### config.mk
export PLATFORM = sky130hd
export DESIGN_NAME = control_link_supervisor_core
export DESIGN_NICKNAME = d
export VERILOG_FILES = /design/src/design/cls_pkg.sv /design/src/design/cls_signature.sv /design/src/design/cls_supervisor.sv /design/src/design/control_link_supervisor_core.sv
export SDC_FILE = /design/constraint.sdc
export NUM_CORES = 1
export LEC_CHECK = 0
export BUFFER_PORTS_ARGS = -buffer_cell sky130_fd_sc_hd__buf_2
export CORE_MARGIN = 10
export CORE_UTILIZATION = 52
export DETAILED_ROUTE_END_ITERATION = 10
export PLACE_DENSITY_LB_ADDON = 0.1
export REMOVE_ABC_BUFFERS = 1
export SETUP_SLACK_MARGIN = 0.3
export SYNTH_ARGS = -nofsm -noshare
export SYNTH_HDL_FRONTEND = slang
export SYNTH_HIERARCHICAL = 1
export SYNTH_SLANG_ARGS = --single-unit
### constraint.sdc
create_clock -name clk -period 5.3 [get_ports clk]
set_input_delay 0 -clock clk [delete_from_list [all_inputs] [get_ports clk]]
set_output_delay 0 -clock clk [all_outputs]
set_load 0.05 [all_outputs]
### src/design/cls_pkg.sv
// shared types, constants and helper functions for the link supervisor
package cls_pkg;

    localparam int DATA_BYTES  = 32;
    localparam int DATA_LANES  = DATA_BYTES / 8;
    localparam int DATA_WORDS  = DATA_BYTES / 2;
    localparam int SIG_W       = 2 * DATA_WORDS;
    localparam int CFG_INDEX_W = 2;
    localparam int CFG_DATA_W  = 16;

    // register indexes of the configuration port
    localparam logic [CFG_INDEX_W-1:0] CFG_CONTROL_TYPE = 2'd0;
    localparam logic [CFG_INDEX_W-1:0] CFG_BREAK_TIME   = 2'd1;
    localparam logic [CFG_INDEX_W-1:0] CFG_SILENCE_TIME = 2'd2;
    localparam logic [CFG_INDEX_W-1:0] CFG_ERROR_LIMIT  = 2'd3;

    // configuration reset values
    localparam logic [7:0]  CONTROL_TYPE_RST = 8'd0;
    localparam logic [15:0] BREAK_TIME_RST   = 16'd500;
    localparam logic [15:0] SILENCE_TIME_RST = 16'd200;
    localparam logic [2:0]  ERROR_LIMIT_RST  = 3'd5;

    localparam logic [15:0] ELAPSED_MAX   = 16'hffff;
    localparam logic [2:0]  BAD_COUNT_MAX = 3'd7;

    // input kinds
    localparam logic FUNC_TICK   = 1'b0;
    localparam logic FUNC_PACKET = 1'b1;

    typedef logic [DATA_LANES-1:0][63:0] cls_data_t;

    typedef struct packed {
        logic             func;
        logic [7:0]       pkt_type;
        logic [31:0]      pkt_check;
        cls_data_t        data;
    } cls_item_t;

    typedef struct packed {
        logic             accepted;
        logic             link_break;
        logic             desynced;
        logic             receiver_reset;
        logic [SIG_W-1:0] computed_check;
    } cls_result_t;

    // divisibility by three: base-4 digit sum, then fold once more
    function automatic logic is_div3(input logic [15:0] w);
        logic [4:0] s;
        logic [2:0] t;
        s = 5'd0;
        for (int i = 0; i < 8; i++) begin
            s = s + 5'(w[2*i +: 2]);
        end
        t = 3'(s[4]) + 3'(s[3:2]) + 3'(s[1:0]);
        return (t == 3'd0) || (t == 3'd3) || (t == 3'd6);
    endfunction

endpackage

### src/design/cls_signature.sv
// check signature over the 16 big-endian data words of a packet
module cls_signature (
    input  cls_pkg::cls_data_t               data,
    output logic [cls_pkg::SIG_W-1:0]        sig
);
    import cls_pkg::*;

    // one pair of signature bits per data word
    for (genvar k = 0; k < DATA_WORDS; k++) begin : g_word
        logic [15:0] word;
        assign word = data[k / 4][63 - 16 * (k % 4) -: 16];
        assign sig[2*k]     = is_div3(word);
        assign sig[2*k + 1] = ~word[0];
    end

endmodule

### src/design/cls_supervisor.sv
// configuration registers, link state and per-request decision logic
module cls_supervisor (
    input  logic                                  clk,
    input  logic                                  rst_n,
    input  logic                                  cfg_we,
    input  logic [cls_pkg::CFG_INDEX_W-1:0]       cfg_index,
    input  logic [cls_pkg::CFG_DATA_W-1:0]        cfg_data,
    input  logic                                  step,
    input  cls_pkg::cls_item_t                    item,
    input  logic [cls_pkg::SIG_W-1:0]             sig,
    output cls_pkg::cls_result_t                  result
);
    import cls_pkg::*;

    logic [7:0]  control_type_reg;
    logic [15:0] break_time_reg;
    logic [15:0] silence_time_reg;
    logic [2:0]  error_limit_reg;

    logic [15:0] elapsed_reg, elapsed_next;
    logic [2:0]  bad_count_reg, bad_count_next;
    logic        break_reg, break_next;
    logic        desync_reg, desync_next;

    logic [15:0] elapsed_inc;
    logic [2:0]  bad_inc;
    logic        valid_pkt;
    logic        accepted;
    logic        rx_reset;

    // configuration writes
    always_ff @(posedge clk or negedge rst_n)
    begin
        if (!rst_n)
        begin
            control_type_reg <= CONTROL_TYPE_RST;
            break_time_reg   <= BREAK_TIME_RST;
            silence_time_reg <= SILENCE_TIME_RST;
            error_limit_reg  <= ERROR_LIMIT_RST;
        end
        else if (cfg_we)
        begin
            unique case (cfg_index)
                CFG_CONTROL_TYPE: control_type_reg <= cfg_data[7:0];
                CFG_BREAK_TIME:   break_time_reg   <= cfg_data;
                CFG_SILENCE_TIME: silence_time_reg <= cfg_data;
                CFG_ERROR_LIMIT:  error_limit_reg  <= cfg_data[2:0];
                default: ;
            endcase
        end
    end

    // saturating counters
    assign elapsed_inc = (elapsed_reg != ELAPSED_MAX) ? elapsed_reg + 16'd1 : elapsed_reg;
    assign bad_inc     = (bad_count_reg != BAD_COUNT_MAX) ? bad_count_reg + 3'd1 : bad_count_reg;
    assign valid_pkt   = (item.pkt_type == control_type_reg) && (item.pkt_check == sig);

    // next link state for the request in the input register
    always_comb
    begin
        elapsed_next   = elapsed_reg;
        bad_count_next = bad_count_reg;
        break_next     = break_reg;
        desync_next    = desync_reg;
        accepted       = 1'b0;
        rx_reset       = 1'b0;
        if (item.func == FUNC_PACKET)
        begin
            elapsed_next = 16'd0;
            if (!desync_reg)
            begin
                if (valid_pkt)
                begin
                    accepted       = 1'b1;
                    bad_count_next = 3'd0;
                    break_next     = 1'b0;
                end
                else
                begin
                    bad_count_next = bad_inc;
                    if (bad_inc >= error_limit_reg)
                    begin
                        desync_next = 1'b1;
                    end
                end
            end
        end
        else
        begin
            elapsed_next = elapsed_inc;
            if (desync_reg && (elapsed_inc > silence_time_reg))
            begin
                rx_reset    = 1'b1;
                desync_next = 1'b0;
            end
            if (elapsed_inc > break_time_reg)
            begin
                break_next = 1'b1;
            end
        end
    end

    // state advances once per processed request
    always_ff @(posedge clk or negedge rst_n)
    begin
        if (!rst_n)
        begin
            elapsed_reg   <= 16'd0;
            bad_count_reg <= 3'd0;
            break_reg     <= 1'b0;
            desync_reg    <= 1'b0;
        end
        else if (step)
        begin
            elapsed_reg   <= elapsed_next;
            bad_count_reg <= bad_count_next;
            break_reg     <= break_next;
            desync_reg    <= desync_next;
        end
    end

    // result fields for this request
    always_comb
    begin
        result.accepted       = accepted;
        result.link_break     = break_next;
        result.desynced       = desync_next;
        result.receiver_reset = rx_reset;
        result.computed_check = (item.func == FUNC_PACKET) ? sig : '0;
    end

endmodule

### src/design/control_link_supervisor_core.sv
// top level of the control link supervisor
// Takes one request per cycle while results are drained, either a millisecond tick or a
// whole received packet, and returns one result per request in order. A request is held
// in an input register, then the packet signature, the type and check compare and the
// link state update run combinationally into the result register; sustained throughput is
// one request per clock while res_ready stays high. The link state (elapsed time, error
// count, break and desync flags) updates in the same cycle the result is registered, so
// back-to-back requests see each other's effect. Configuration registers are written
// through cfg_we/cfg_index/cfg_data while idle by the user; the core does not enforce it.
module control_link_supervisor_core (
    input  logic                             clk,
    input  logic                             rst_n,
    input  logic                             cfg_we,
    input  logic [cls_pkg::CFG_INDEX_W-1:0]  cfg_index,
    input  logic [cls_pkg::CFG_DATA_W-1:0]   cfg_data,
    input  logic                             req_valid,
    output logic                             req_ready,
    input  logic                             func,
    input  logic [7:0]                       pkt_type,
    input  logic [31:0]                      pkt_check,
    input  logic [63:0]                      data_bytes_0_7,
    input  logic [63:0]                      data_bytes_8_15,
    input  logic [63:0]                      data_bytes_16_23,
    input  logic [63:0]                      data_bytes_24_31,
    output logic                             res_valid,
    input  logic                             res_ready,
    output logic                             accepted,
    output logic                             link_break,
    output logic                             desynced,
    output logic                             receiver_reset,
    output logic [31:0]                      computed_check
);
    import cls_pkg::*;

    logic        item_valid_reg;
    cls_item_t   item_reg;
    logic        res_valid_reg;
    cls_result_t result_reg;
    cls_result_t result_next;
    logic [SIG_W-1:0] sig;
    logic        res_free;
    logic        step;

    // pipeline advance
    assign res_free  = !res_valid_reg || res_ready;
    assign step      = item_valid_reg && res_free;
    assign req_ready = !item_valid_reg || res_free;

    // input register
    always_ff @(posedge clk or negedge rst_n)
    begin
        if (!rst_n)
        begin
            item_valid_reg <= 1'b0;
        end
        else if (req_ready)
        begin
            item_valid_reg <= req_valid;
        end
    end

    always_ff @(posedge clk)
    begin
        if (req_valid && req_ready)
        begin
            item_reg.func      <= func;
            item_reg.pkt_type  <= pkt_type;
            item_reg.pkt_check <= pkt_check;
            item_reg.data[0]   <= data_bytes_0_7;
            item_reg.data[1]   <= data_bytes_8_15;
            item_reg.data[2]   <= data_bytes_16_23;
            item_reg.data[3]   <= data_bytes_24_31;
        end
    end

    cls_signature u_sig (
        .data (item_reg.data),
        .sig  (sig)
    );

    cls_supervisor u_sup (
        .clk       (clk),
        .rst_n     (rst_n),
        .cfg_we    (cfg_we),
        .cfg_index (cfg_index),
        .cfg_data  (cfg_data),
        .step      (step),
        .item      (item_reg),
        .sig       (sig),
        .result    (result_next)
    );

    // result register
    always_ff @(posedge clk or negedge rst_n)
    begin
        if (!rst_n)
        begin
            res_valid_reg <= 1'b0;
        end
        else if (res_free)
        begin
            res_valid_reg <= item_valid_reg;
        end
    end

    always_ff @(posedge clk)
    begin
        if (step)
        begin
            result_reg <= result_next;
        end
    end

    assign res_valid      = res_valid_reg;
    assign accepted       = result_reg.accepted;
    assign link_break     = result_reg.link_break;
    assign desynced       = result_reg.desynced;
    assign receiver_reset = result_reg.receiver_reset;
    assign computed_check = result_reg.computed_check;

endmodule

==> summary.txt <==
Syn. warnings - 6
layout cell share with drive strength beyond 1 - 0.253
Tmin final - 5980 ps
Worst-path clk slew - 60 ps
CTS tree - yes
Routed met2 length - 29,600 um
critical-path maximum fanout - 3
total grt overflow - 0
Final Power - 16,700 uW
post-synthesis register bit count - 399
Seq/Total Area, Yosys - 0.526
area grow syn2layout - 34.2%
Avg WL per Cell - 18.8 um
Final nets - 2,978
# DRC - 0
Vias/cell - 4.89
routed wire length - 54,700 um
Worst setup SP type - register
endpoints failing setup - 8
I/O pin cnt - 358
Clk Latency, worst-skew pair - 570 ps
HPWL Detailed - 36,200 um
Post-Syn Area - 22,200 um^2
clk buf depth - 3
failing checks - negative setup slack
maxcap violations - 0
Final period util - 1.13
worst hold path class - in -> reg
Starting Density - 0.527
Max VDD drop - 0.000413 V
number of flip-flops in the largest register - 297
worst endpoint required time - 5620 ps
PwrDens - 563 nW/um^2
overall global routing resource usage - 0.219
first-pass GRT wire length - 86,000 um
Post-synth EDFFs - 333
Top Layer Used - met5
Yosys cell types - 61
Core ar. - 42,000 um^2
Max Slew Vio Count - 0
unrepaired setup endpoints after global routing - yes
arrival time at the worst endpoint - 6300 ps
DRC marker count from the first detailed-route iteration - 879
Die X - 226 um
skew final - 13.3 ps
CP endpoint kind - register
Synth Instances - 1,594
GPL Wtd Cong - 0.806
Async S/R FF share, synth - 0.165
Final WS setup - -679 ps
number of iterations in the first detailed-routing pass - 6
via count - 14.2k
leakage power - 0.0138 uW
worst-margin pin slew - 1030 ps
Primary FF master, synth - edfxtp_1
status - complete, but fails checks
Final ANT Viol Nets - 0
DRT met1 WL - 20,200 um
largest net degree at the start of global routing - 144
depth of the CTS H-tree - 2
CTS root buffer - clkbuf_16
met3 routed wirelength - 3280 um
max frequency - 167 MHz
Rows - 75
Final Hold Vio Count - 0
TritonCTS Buffers - 45
initial antenna violation count - 11
IO Port Bufs - 357
via count of the first global-routing pass - 16.2k
Rel. slew slack - 0.308
final setup TNS - -4890 ps
Die Ht - 226 um
dpl ws - -1030 ps
mean post-synth cell area - 13.9 um^2
CP Class - reg -> reg
Non-Filler Instances - 2,910
die area - 51,300 um^2
CTS Sinks - 399
# placed instances - 2,496
-- Yosys cell counts, types with 18 or more instances --
master | n | share of area
fa_1 | 208 | 0.19
dfrtp_1 | 55 | 0.062
a21o_1 | 43 | 0.015
xor2_1 | 39 | 0.015
a21oi_1 | 20 | 0.0045
edfxtp_1 | 333 | 0.45
and2_1 | 37 | 0.010
nand4_1 | 18 | 0.0051
inv_1 | 439 | 0.074
xnor2_1 | 46 | 0.018
ha_1 | 117 | 0.066
mux2_2 | 44 | 0.022
-- report_power, final --
part           internal (uW)  switching [uW]
Combinational           4770            4820
Clock                   1800            1270
Sequential              3890             183
Total                  10500            6280
-- layout by cell type (no fill, tap or decap), types with 35 or more instances in the layout --
master	count
dlygate4sd3_1	323
edfxtp_1	333
clkbuf_16	47
inv_1	427
xnor2_1	36
dfrtp_1	55
ha_1	101
fa_1	186
buf_2	357
xor2_1	39
a21o_1	41
mux2_2	44
and2_1	35
-- metal layers --
metal	up-vias	GRT usage
met5	-	0
met4	12	0.0731
met3	113	0.0534
met2	421	0.392
met1	7044	0.252
li1	6644	-
-- worst max-delay path, stage by stage, from the launching register on --
cell      delay (ps)
edfxtp_1         330
inv_1             60
fa_1             550
inv_1             60
fa_1             510
fa_1             540
inv_1             50
fa_1             500
inv_1             50
ha_2             190
fa_1             490
fa_2             360
fa_2             540
nor3_1            50
a21o_1           190
xnor2_2          220
nand4_1          220
nor4_1           230
buf_4            170
nand3_4           80
a311o_1          320
-- worst paths after layout --
kind                                                     from                                    end  slack, ps  cells past startpoint
setup / recovery                        item_reg[7]$_DFFE_PP_                     desynced$_DFFE_PP_       -680                     20
hold / removal                            data_bytes_8_15[44]                item_reg[108]$_DFFE_PP_        130                      2
setup reg to reg                        item_reg[7]$_DFFE_PP_                     desynced$_DFFE_PP_       -680                     20
hold reg to reg            u_sup/bad_count_reg[2]$_DFFE_PN0P_     u_sup/bad_count_reg[2]$_DFFE_PN0P_        500                      1
max in group asynchronous                               rst_n  u_sup/silence_time_reg[8]$_DFFE_PN0P_       4560                      3
min in group asynchronous                               rst_n             item_valid_reg$_DFFE_PN0P_        150                      3
-- cell type report --
type	instances	area [um^2]
diodes	5	12.5
inverters	439	1650
repair buffers	714	5310
flip-flops and latches	399	11700
well taps	539	674
fillers	2805	12300
clock buffers	53	1200
multi-input cells	734	9010
clock inverters	27	230
-- metrics by stage --
stage          utilization  hold slack [ps]  cell area (um^2)
6_report             0.708              131             29700
5_1_grt              0.707              107             29700
4_1_cts              0.705             90.8             29600
3_5_place_dp         0.589              178             24800
3_3_place_gp         0.589              176             24800
2_1_floorplan            -             -296             22100
-- timing repair --
item / 4_1_cts / 5_1_grt
setup endpoints to repair: 10 / 19
pin swaps: 91 / 70
endpoints found under the hold margin: 397 / 0
buffers inserted: 4 / 2
gates resized for setup: 55 / 34
hold buffers: 323 / 0
-- cell families after synthesis --
| group | after synthesis | share of synthesized area |
|---|---|---|
| mux | 53 | 0.0266 |
| xor+xnor | 85 | 0.0336 |
| flops | 399 | 0.526 |
| simple gates | 154 | 0.0425 |
| compound gates | 117 | 0.0379 |
| fa+ha+maj | 325 | 0.254 |
| buf+inv | 461 | 0.0790 |
Power figures use the tool's default switching activity.
